File: src/rtl/ang_pkg.sv
package ang_pkg;

	localparam int WORD_W     = 32;
	localparam int SHIFT_W    = 5;
	localparam int THR_W      = 24;
	localparam int RATE_W     = 25;
	localparam int ENV_W      = 48;
	localparam int PCM_W      = 16;
	localparam int MAG_W      = 32;
	localparam int CFG_IDX_W  = 3;
	localparam int CFG_DATA_W = 25;
	localparam int OUT_DATA_W = 48;

	// serial multiply-accumulate
	localparam int X_W    = 48;
	localparam int DIG_W  = 5;
	localparam int N_DIG  = RATE_W / DIG_W;
	localparam int CNT_W  = $clog2(N_DIG);
	localparam int ACC_W  = X_W + DIG_W + 2;
	localparam int RES_W  = ACC_W + 1;

	localparam logic [RATE_W-1:0] ONE_Q24 = RATE_W'(1) << 24;

	localparam logic [CFG_IDX_W-1:0] REG_OPEN_THR  = 3'd0;
	localparam logic [CFG_IDX_W-1:0] REG_CLOSE_THR = 3'd1;
	localparam logic [CFG_IDX_W-1:0] REG_ENV_RATE  = 3'd2;
	localparam logic [CFG_IDX_W-1:0] REG_ATK_RATE  = 3'd3;
	localparam logic [CFG_IDX_W-1:0] REG_REL_RATE  = 3'd4;
	localparam logic [CFG_IDX_W-1:0] REG_FLOOR     = 3'd5;
	localparam logic [CFG_IDX_W-1:0] REG_SHIFT     = 3'd6;

	typedef struct packed {
		logic              start;
		logic [X_W-1:0]    x0;
		logic [RATE_W-1:0] y0;
		logic [X_W-1:0]    x1;
		logic [RATE_W-1:0] y1;
	} mac_req_t;

	typedef struct packed {
		logic             done;
		logic [RES_W-1:0] value;
	} mac_rsp_t;

endpackage

File: src/rtl/ang_mag.sv
module ang_mag (
	input  logic [ang_pkg::WORD_W-1:0]  word,
	input  logic [ang_pkg::SHIFT_W-1:0] shift,
	output logic                        neg,
	output logic [ang_pkg::MAG_W-1:0]   mag
);

	logic [ang_pkg::WORD_W-1:0] src;
	logic [ang_pkg::WORD_W-1:0] shifted;

	assign neg     = word[ang_pkg::WORD_W-1];
	assign src     = neg ? ~word : word;
	assign shifted = src >> shift;
	assign mag     = neg ? shifted + ang_pkg::MAG_W'(1) : shifted;

endmodule

File: src/rtl/ang_mac.sv
module ang_mac (
	input  logic              clk,
	input  logic              arst_n,
	input  ang_pkg::mac_req_t req,
	output ang_pkg::mac_rsp_t rsp
);

	logic [ang_pkg::X_W-1:0]    x0_q;
	logic [ang_pkg::X_W-1:0]    x1_q;
	logic [ang_pkg::RATE_W-1:0] y0_q;
	logic [ang_pkg::RATE_W-1:0] y1_q;
	logic [ang_pkg::ACC_W-1:0]  acc_q;
	logic [ang_pkg::RATE_W-1:0] low_q;
	logic [ang_pkg::CNT_W-1:0]  cnt_q;
	logic                       busy_q;
	logic                       done_q;

	logic [ang_pkg::ACC_W-1:0] pp0;
	logic [ang_pkg::ACC_W-1:0] pp1;
	logic [ang_pkg::ACC_W-1:0] sum;

	assign pp0 = ang_pkg::ACC_W'(x0_q) * ang_pkg::ACC_W'(y0_q[ang_pkg::DIG_W-1:0]);
	assign pp1 = ang_pkg::ACC_W'(x1_q) * ang_pkg::ACC_W'(y1_q[ang_pkg::DIG_W-1:0]);
	assign sum = acc_q + pp0 + pp1;

	always_ff @(posedge clk or negedge arst_n) begin
		if (!arst_n) begin
			busy_q <= 1'b0;
			done_q <= 1'b0;
			cnt_q  <= '0;
		end else begin
			done_q <= 1'b0;
			if (req.start) begin
				x0_q   <= req.x0;
				x1_q   <= req.x1;
				y0_q   <= req.y0;
				y1_q   <= req.y1;
				acc_q  <= '0;
				low_q  <= '0;
				cnt_q  <= '0;
				busy_q <= 1'b1;
			end else if (busy_q) begin
				low_q <= {sum[ang_pkg::DIG_W-1:0], low_q[ang_pkg::RATE_W-1:ang_pkg::DIG_W]};
				acc_q <= sum >> ang_pkg::DIG_W;
				y0_q  <= y0_q >> ang_pkg::DIG_W;
				y1_q  <= y1_q >> ang_pkg::DIG_W;
				cnt_q <= cnt_q + ang_pkg::CNT_W'(1);
				if (cnt_q == ang_pkg::CNT_W'(ang_pkg::N_DIG - 1)) begin
					busy_q <= 1'b0;
					done_q <= 1'b1;
				end
			end
		end
	end

	// product shifted right by 24
	assign rsp.done  = done_q;
	assign rsp.value = {acc_q, low_q[ang_pkg::RATE_W-1]};

endmodule

File: src/rtl/audio_noise_gate.sv
// Noise gate for left-channel I2S words. Each accepted word is shifted right
// arithmetically, drives a Q24.24 envelope follower with open/close hysteresis,
// and is scaled by a Q1.24 gain that slews toward its target at the attack or
// release rate; the result is the saturated 16-bit sample and the gain used.
// From acceptance to a result in the output register, each item makes three
// passes through one shared 5-bit-digit serial multiply-accumulate unit
// (envelope, gain, output scaling), each pass with the steps request, operand
// load, five digits and capture, and then an output step that waits while the
// output is stalled. A new item is taken only after the previous one left the
// unit; the output register holds a result while the next item is accepted.
module audio_noise_gate (
	input  logic                              clk,
	input  logic                              arst_n,
	input  logic                              s_tvalid,
	output logic                              s_tready,
	input  logic [ang_pkg::WORD_W-1:0]        s_tdata,  // i2s_word
	output logic                              m_tvalid,
	input  logic                              m_tready,
	output logic [ang_pkg::OUT_DATA_W-1:0]    m_tdata,  // pcm_sample, applied_gain
	input  logic                              cfg_we,
	input  logic [ang_pkg::CFG_IDX_W-1:0]     cfg_index,
	input  logic [ang_pkg::CFG_DATA_W-1:0]    cfg_data
);

	typedef enum logic [3:0] {
		S_IDLE,
		S_ENV,
		S_ENV_W,
		S_GAIN,
		S_GAIN_W,
		S_PCM,
		S_PCM_W,
		S_OUT
	} state_t;

	state_t state_q;

	logic [ang_pkg::THR_W-1:0]   open_thr_q;
	logic [ang_pkg::THR_W-1:0]   close_thr_q;
	logic [ang_pkg::RATE_W-1:0]  env_rate_q;
	logic [ang_pkg::RATE_W-1:0]  atk_rate_q;
	logic [ang_pkg::RATE_W-1:0]  rel_rate_q;
	logic [ang_pkg::RATE_W-1:0]  floor_q;
	logic [ang_pkg::SHIFT_W-1:0] shift_q;

	logic [ang_pkg::ENV_W-1:0]  envelope_q;
	logic [ang_pkg::RATE_W-1:0] gain_q;
	logic [ang_pkg::MAG_W-1:0]  mag_q;
	logic                       neg_q;
	logic                       m_tvalid_q;
	logic [ang_pkg::PCM_W-1:0]  pcm_q;
	logic [ang_pkg::RATE_W-1:0] gain_out_q;

	ang_pkg::mac_req_t req_q;
	ang_pkg::mac_rsp_t rsp;

	logic                       in_neg;
	logic [ang_pkg::MAG_W-1:0]  in_mag;
	logic [ang_pkg::THR_W-1:0]  env_in;
	logic [ang_pkg::RATE_W-1:0] env_r;
	logic [ang_pkg::RATE_W-1:0] floor_cap;
	logic [ang_pkg::RATE_W-1:0] atk_cap;
	logic [ang_pkg::RATE_W-1:0] rel_cap;
	logic [ang_pkg::RATE_W-1:0] target;
	logic [ang_pkg::RATE_W-1:0] gain_r;
	logic [ang_pkg::RATE_W-1:0] pcm_src;
	logic [ang_pkg::PCM_W-1:0]  pcm;

	function automatic logic [ang_pkg::RATE_W-1:0] cap_one(input logic [ang_pkg::RATE_W-1:0] v);
		return (v > ang_pkg::ONE_Q24) ? ang_pkg::ONE_Q24 : v;
	endfunction

	ang_mag u_mag (
		.word  (s_tdata),
		.shift (shift_q),
		.neg   (in_neg),
		.mag   (in_mag)
	);

	ang_mac u_mac (
		.clk    (clk),
		.arst_n (arst_n),
		.req    (req_q),
		.rsp    (rsp)
	);

	always_ff @(posedge clk or negedge arst_n) begin
		if (!arst_n) begin
			open_thr_q  <= ang_pkg::THR_W'(1600);
			close_thr_q <= ang_pkg::THR_W'(1200);
			env_rate_q  <= ang_pkg::RATE_W'(167772);
			atk_rate_q  <= ang_pkg::RATE_W'(34917);
			rel_rate_q  <= ang_pkg::RATE_W'(2912);
			floor_q     <= '0;
			shift_q     <= ang_pkg::SHIFT_W'(16);
		end else if (cfg_we) begin
			case (cfg_index)
				ang_pkg::REG_OPEN_THR:  open_thr_q  <= cfg_data[ang_pkg::THR_W-1:0];
				ang_pkg::REG_CLOSE_THR: close_thr_q <= cfg_data[ang_pkg::THR_W-1:0];
				ang_pkg::REG_ENV_RATE:  env_rate_q  <= cfg_data;
				ang_pkg::REG_ATK_RATE:  atk_rate_q  <= cfg_data;
				ang_pkg::REG_REL_RATE:  rel_rate_q  <= cfg_data;
				ang_pkg::REG_FLOOR:     floor_q     <= cfg_data;
				ang_pkg::REG_SHIFT:     shift_q     <= cfg_data[ang_pkg::SHIFT_W-1:0];
				default: ;
			endcase
		end
	end

	assign env_in    = (|mag_q[ang_pkg::MAG_W-1:ang_pkg::THR_W]) ? '1 :
	                   mag_q[ang_pkg::THR_W-1:0];
	assign env_r     = cap_one(env_rate_q);
	assign floor_cap = cap_one(floor_q);
	assign atk_cap   = cap_one(atk_rate_q);
	assign rel_cap   = cap_one(rel_rate_q);

	// hysteresis: open test first
	always_comb begin
		if (envelope_q[ang_pkg::ENV_W-1:24] >= open_thr_q) begin
			target = ang_pkg::ONE_Q24;
		end else if (envelope_q[ang_pkg::ENV_W-1:24] < close_thr_q) begin
			target = floor_cap;
		end else begin
			target = gain_q;
		end
	end

	assign gain_r  = (target > gain_q) ? atk_cap : rel_cap;
	assign pcm_src = '0;

	always_comb begin
		if (neg_q) begin
			if (rsp.value > ang_pkg::RES_W'(32768)) begin
				pcm = 16'h8000;
			end else begin
				pcm = 16'h0000 - rsp.value[ang_pkg::PCM_W-1:0];
			end
		end else begin
			if (rsp.value > ang_pkg::RES_W'(32767)) begin
				pcm = 16'h7fff;
			end else begin
				pcm = rsp.value[ang_pkg::PCM_W-1:0];
			end
		end
	end

	always_ff @(posedge clk or negedge arst_n) begin
		if (!arst_n) begin
			state_q     <= S_IDLE;
			req_q.start <= 1'b0;
			m_tvalid_q  <= 1'b0;
			envelope_q  <= '0;
			gain_q      <= '0;
		end else begin
			req_q.start <= 1'b0;
			if (m_tvalid_q && m_tready) begin
				m_tvalid_q <= 1'b0;
			end
			case (state_q)
				S_IDLE: begin
					if (s_tvalid) begin
						mag_q   <= in_mag;
						neg_q   <= in_neg;
						state_q <= S_ENV;
					end
				end
				S_ENV: begin
					req_q.start <= 1'b1;
					req_q.x0    <= envelope_q;
					req_q.y0    <= ang_pkg::ONE_Q24 - env_r;
					req_q.x1    <= {env_in, 24'h000000};
					req_q.y1    <= env_r;
					state_q     <= S_ENV_W;
				end
				S_ENV_W: begin
					if (rsp.done) begin
						envelope_q <= rsp.value[ang_pkg::ENV_W-1:0];
						state_q    <= S_GAIN;
					end
				end
				S_GAIN: begin
					req_q.start <= 1'b1;
					req_q.x0    <= ang_pkg::X_W'(gain_q);
					req_q.y0    <= ang_pkg::ONE_Q24 - gain_r;
					req_q.x1    <= ang_pkg::X_W'(target);
					req_q.y1    <= gain_r;
					state_q     <= S_GAIN_W;
				end
				S_GAIN_W: begin
					if (rsp.done) begin
						gain_q  <= rsp.value[ang_pkg::RATE_W-1:0];
						state_q <= S_PCM;
					end
				end
				S_PCM: begin
					req_q.start <= 1'b1;
					req_q.x0    <= ang_pkg::X_W'(mag_q);
					req_q.y0    <= gain_q;
					req_q.x1    <= '0;
					req_q.y1    <= pcm_src;
					state_q     <= S_PCM_W;
				end
				S_PCM_W: begin
					if (rsp.done) begin
						state_q <= S_OUT;
					end
				end
				S_OUT: begin
					if (!m_tvalid_q || m_tready) begin
						m_tvalid_q <= 1'b1;
						pcm_q      <= pcm;
						gain_out_q <= gain_q;
						state_q    <= S_IDLE;
					end
				end
				default: state_q <= S_IDLE;
			endcase
		end
	end

	assign s_tready = (state_q == S_IDLE);
	assign m_tvalid = m_tvalid_q;
	assign m_tdata  = {7'b0000000, gain_out_q, pcm_q};

endmodule
File: config.mk
export PLATFORM = sky130hd
export DESIGN_NAME = audio_noise_gate
export DESIGN_NICKNAME = d
export VERILOG_FILES = /design/src/rtl/ang_pkg.sv /design/src/rtl/ang_mag.sv /design/src/rtl/ang_mac.sv /design/src/rtl/audio_noise_gate.sv
export SDC_FILE = /design/constraint.sdc
export NUM_CORES = 2
export LEC_CHECK = 0
export BUFFER_PORTS_ARGS = -buffer_cell sky130_fd_sc_hd__buf_2
export CAP_MARGIN = 40
export CORE_ASPECT_RATIO = 1.25
export CORE_MARGIN = 3
export CORE_UTILIZATION = 55
export DETAILED_ROUTE_END_ITERATION = 8
export PLACE_DENSITY = 0.72
export SYNTH_ARGS = -nofsm -noshare
export SYNTH_HDL_FRONTEND = slang
export SYNTH_SLANG_ARGS = --single-unit
File: constraint.sdc
create_clock -name clk -period 7.7 [get_ports clk]
set_input_delay 1.54 -clock clk [delete_from_list [all_inputs] [get_ports clk]]
set_output_delay 1.54 -clock clk [all_outputs]
set_load 0.1 [all_outputs]
======== Word-level counts from Yosys, hierarchy flattened ========
Index checks and enable logic that the tools add are counted.
Widths: inputs -> output; s select.
storage, ports and cells
  bits in registers ....................... 683
  bits in latches ......................... 0
  bits in writable memories ............... 0
  memory bits (read-only) ................. 0
  input port bits ......................... 65
  output and inout bits ................... 50
  word-level logic and storage cells ...... 128
  memories ................................ 0
cells by class
  add/sub/neg operators ................... 7
  multiply operators ...................... 2
  divide/modulo/power cells ............... 0
  magnitude comparators ................... 9
  equal/unequal tests ..................... 19
  shift-type cells ........................ 1
  multiplexer cells ....................... 37
  bitwise operators ....................... 1
  reductions and logical operators ........ 23
operators with widths
  kind                    count
  $pmux 147 s3            1
  $mux 25                 12
  $add 55x53->55          2
  $mul 48x5->53           2
  $gt 25x25->1 const B    4
  $mux 32                 2
  $gt 56x15->1 const B    1
  $gt 56x16->1 const B    1
  $mux 55                 1
  $sub 25x25->25 const A  2
  $mux 16                 3
  $add 32x1->32 const B   1
  $not 32->32             1
  $pmux 4 s8              1
  $shr 32x5->32           1
  $gt 25x25->1            1
  $ge 24x24->1            1
  $lt 24x24->1            1
  $mux 24                 1
  $reduce_and 2->1        12
  $mux 4                  5
  $eq 4x3->1 const B      4
  $sub 1x16->16 const A   1
  $eq 3x3->1 const B      4
  other kinds (19)        34

======== Logic depth before layout (Yosys ltp) ========
  depth in word-level cells ............... 8
  gate-level depth with buffers ........... 31
  mapped depth without buffers ............ 29

======== Cells and area by module ========
A second synthesis with hierarchy kept.
unflattened totals
  cell total of the unflattened synthesis .. 4,496
  area, all modules ....................... 48,355.1 um^2
by module, submodules not included
  module            times used  cells each  area an instance (um^2)  seq. area each (um^2)
  ang_mac           1           2,307       23,766.5                 6,190.9
  audio_noise_gate  1           1,741       20,997.6                 12,423.2
  ang_mag           1           448         3,590.9                  0.0

======== Least setup slack after synthesis ========
Ideal clock, no wire load.
  path type ............................... register to register
  start point ............................. register envelope_q[33] (netlist name)
  end point ............................... register req_q[97] (netlist name) (data pin)
  library setup time ...................... 0.261 ns
  arrival time ............................ 6.227 ns
  data required time ...................... 7.439 ns
  path slack .............................. 1.212 ns
  cell stages (with the launch flop) ...... 28
  buffers on the path ..................... 1
  period minus slack after synthesis ...... 6.488 ns
  cells stage by stage .................... dfrtp_1 ha_1 a21o_1 a21o_1 a21o_1 a21o_1 a21oi_1 o21ai_0 a21oi_1 o21ai_0 nand2_1 buf_1 mux2_2 nor2_1 ha_1 a21oi_1 nand2_1 a221o_1 o21ai_1 a21oi_1 a311oi_1 ha_1 nand2b_1 a2111oi_1 nand4bb_1 nor4_2 nand4_1 a221o_1
on the way
  cells in the longest elaborated chain, start to end .. 7
  elaborated cells between the ends (all ways) .. 8
  those cells by class .................... 1 x add/sub; 3 x order compare; 4 x mux
RTL lines
  element                 RTL line                 source
  start, declared         audio_noise_gate.sv:46   logic [ang_pkg::ENV_W-1:0] envelope_q;
  start signal, assigned  audio_noise_gate.sv:177  envelope_q <= rsp.value[ang_pkg::ENV_W-1:0];
  $lt 24x24->1            audio_noise_gate.sv:121  end else if (envelope_q[ang_pkg::ENV_W-1:24] < close_thr_q) begin
  $mux 25                 audio_noise_gate.sv:121
  $mux 25 *               audio_noise_gate.sv:119  if (envelope_q[ang_pkg::ENV_W-1:24] >= open_thr_q) begin
  $gt 25x25->1 *          audio_noise_gate.sv:128  assign gain_r = (target > gain_q) ? atk_cap : rel_cap;
  $mux 25 *               audio_noise_gate.sv:128
  $sub 25x25->25 *        audio_noise_gate.sv:184  req_q.y0 <= ang_pkg::ONE_Q24 - gain_r;
  $pmux 147 s3 *          audio_noise_gate.sv:159  case (state_q)
  end, declared           audio_noise_gate.sv:54   ang_pkg::mac_req_t req_q;
Every way passes the cells marked *; elsewhere a longest branch is shown, timed or not.
A chain may end at the register's enable or synchronous reset.

======== Worst setup path after layout ========
Ends and elaborated chain as after synthesis.

==> out/results.ini <==
[outcome]
status=finished, final reports clean

[synthesis]
synthTopCellsByArea=edfxtp_1 28%, fa_1 19%, dfrtp_1 11%
yosysSeqAreaShare_pct=40.47
async_reset_ff_share_pct=35.87
syn_area_um2=45990
synth_edf_count=422
yosysTopAreaCell=edfxtp_1
ys_seq_elements=658
synthFlopType=edfxtp_1
synth.distinct_cells=81
synth_area_per_cell_um2=11.29
yosys.area.top_type_share_pct=27.55
netlist_instances=4075
ys_warn_count=0

[grt]
grt_pass1_vias=32130
grt_pass1_wl_mm=193.1
antenna_found_initial=2
grt_max_degree=73
grt_util_all_layers_pct=29.07
overflow=0

[clocking]
cts_inserted_buffers=60
hold_buffers=0
clkTransAtPathRegs_ns=0.07
clockBufferDepth=3
cts_sinks=658
tritoncts=done
worst_skew_pair.late_latency_ns=0.66
htreeDepth=2
cts_root_buf=clkbuf_16

[die]
die_area_um2=87150
initial_core_util_pct=56.00
coreArea_um2=82130
fp-row-count=117
die_x_um=264.6
ioPinCount=115
fp.dieH_um=329.3

[worst_setup_path]
worstPathRequired_ns=8.11
slowest_stage=a2111oi_1
cp_max_fo=13
critPathCaptureType=flop
critPathKind=reg2reg
critPathLaunchType=flop
critPathBufInv=4
cpPeakStageDelay_ns=0.58
critical_path.top_delay_family=compound AO/OA/AOI/OAI gates
worst_ep_arrival_time_ns=7.51
crit_top_cell=a21o_1

[placement]
dp_worst_setup_slack_ns=0.2705
dp.final_hpwl_mm=95.69
place.gp.congestion=0.9446
port_buffers=107

[routing]
drtAntennaViolNets=0
vias=31320
wl_met3_mm=8.761
drt_wl_total_mm=123.2
drtPass1Iterations=5
drt-initial-drc-count=2446
viasPerCell=5.959
met2_length_mm=57.84
top_layer=met4
met1_length_mm=49.60
drc_errors=0
wl_per_cell_um=23.44

[timing]
max_freq_mhz=140.8
clock_skew_ns=0.02760
slew_headroom_pct=37.33
post-route-min-period_ns=7.102
hold_viol=0
tightest_slew_ns=0.9314
fin_ws_ns=0.5976
maxSlewViolCount=0
setup_violations=0
period_share_pct=92.24

[run]
cap_viol_max_count=0

[layout]
num-nets-final=4777
fillCellCount=6599
drive_above_1_share_pct=14.05
synthToLayoutAreaGrowth_pct=8.393

[hold_path]
hold_class=reg2reg

[logic make-up after synthesis]
kind of cell | Yosys count | share of synthesized area [%]
flops | 658 | 40.47
buf+inv | 562 | 4.736
mux | 359 | 9.184
xor+xnor | 146 | 2.780
simple gates | 1256 | 13.20
compound gates | 514 | 6.916
fa+ha+maj | 579 | 22.71
other cells | 1 | 0.008154
[routing by layer]
layer,up-vias,global-route usage [%]
li1,13940,-
met1,15850,39.15
met2,1263,46.91
met3,278,4.049
met4,0,14.24
met5,-,0
[sequential cells by signal, indices dropped and copies added, names as in the netlist, 25 cells and up]
name,flops
atk_rate_q,25
u_mac.x1_q,48
u_mac.y0_q,25
u_mac.x0_q,48
env_rate_q,25
u_mac.y1_q,25
mag_q,32
envelope_q,48
floor_q,25
u_mac.acc_q,55
gain_q,25
rel_rate_q,25
req_q,147
gain_out_q,25
[cells in the mapped netlist, drive strengths merged, types with 6 or more instances]
master,n
a211oi,15
o22ai,6
nand4b,8
nor3,30
or3,14
a22oi,17
o21bai,8
clkbuf,148
mux2i,107
nor2,194
a211o,11
xor2,60
a22o,12
a21o,48
and2,234
inv,372
o21ai,176
xnor2,86
dfrtp,207
nand2b,14
dfstp,29
fa,426
nor2b,44
nand3,43
a21oi,129
o21a,33
buf,41
nor3b,7
ha,153
or2,6
a31oi,11
mux4,28
edfxtp,422
nand4,33
mux2,224
o311ai,7
nand2,524
and3,42
nor4,45
[final timing paths]
check,slack (ns),depth (start not counted),end,from
max reg2reg,0.60,29,req_q[97],envelope_q[33]
max in group asynchronous,4.81,3,u_mac.cnt_q[0],arst_n
max,0.60,29,req_q[97],envelope_q[33]
min,0.41,0,u_mac.x1_q[12],req_q[37]
min reg2reg,0.41,0,u_mac.x1_q[12],req_q[37]
min in group asynchronous,0.85,1,env_rate_q[21],arst_n
[final cells by class]
| class | instances | area (um^2) | share of cell area [%] |
|---|---|---|---|
| Multi-Input combinational cell | 2861 | 25300 | 50.75 |
| Sequential cell | 658 | 18620 | 37.35 |
| Clock buffer | 90 | 1758 | 3.526 |
| Inverter | 373 | 1400 | 2.809 |
| Tap cell | 1071 | 1340 | 2.688 |
| Timing Repair Buffer | 179 | 1166 | 2.339 |
| Clock inverter | 24 | 262.8 | 0.5271 |
| Antenna cell | 1 | 2.502 | 0.005020 |
[layout by cell type (no fill, tap or decap), types with 17 or more instances in the layout]
cell type / instances
nor4_1: 41
a22oi_1: 17
a21oi_1: 129
edfxtp_1: 422
and2_1: 232
nor2b_1: 43
mux2_2: 224
fa_1: 426
inv_1: 371
mux2i_1: 107
buf_4: 66
nor2_1: 191
and3_1: 42
nand2_1: 523
xor2_1: 60
buf_2: 106
nor3_1: 26
nand3_1: 43
clkbuf_1: 19
nand4_1: 32
mux4_2: 28
a21o_1: 48
xnor2_1: 86
ha_1: 153
dfrtp_1: 204
o21ai_0: 169
o21a_1: 33
dfstp_2: 29
clkbuf_16: 63
[stage by stage]
stage	hold WS (ns)	cells	setup TNS (ns)	util [%]	cell area (um^2)
after floorplan	0.4003	4081	0	-	46010
after global placement	0.4007	5133	0	58.04	47660
after detailed placement	0.4045	5140	0	58.20	47800
after global routing	0.4175	5256	-0.001518	60.70	49850
final	0.4136	5257	0	60.70	49850
after CTS	0.4128	5254	0	60.66	49820
[what timing repair did]
item,4_1_cts,5_1_grt
endpoints found under the hold margin,0,0
endpoints found under the setup margin,0,6
gates resized for setup,0,3
setup buffers,0,2
Power is not shown: default switching activity piles up to over one toggle a cycle in this logic, so the estimate is an artifact.
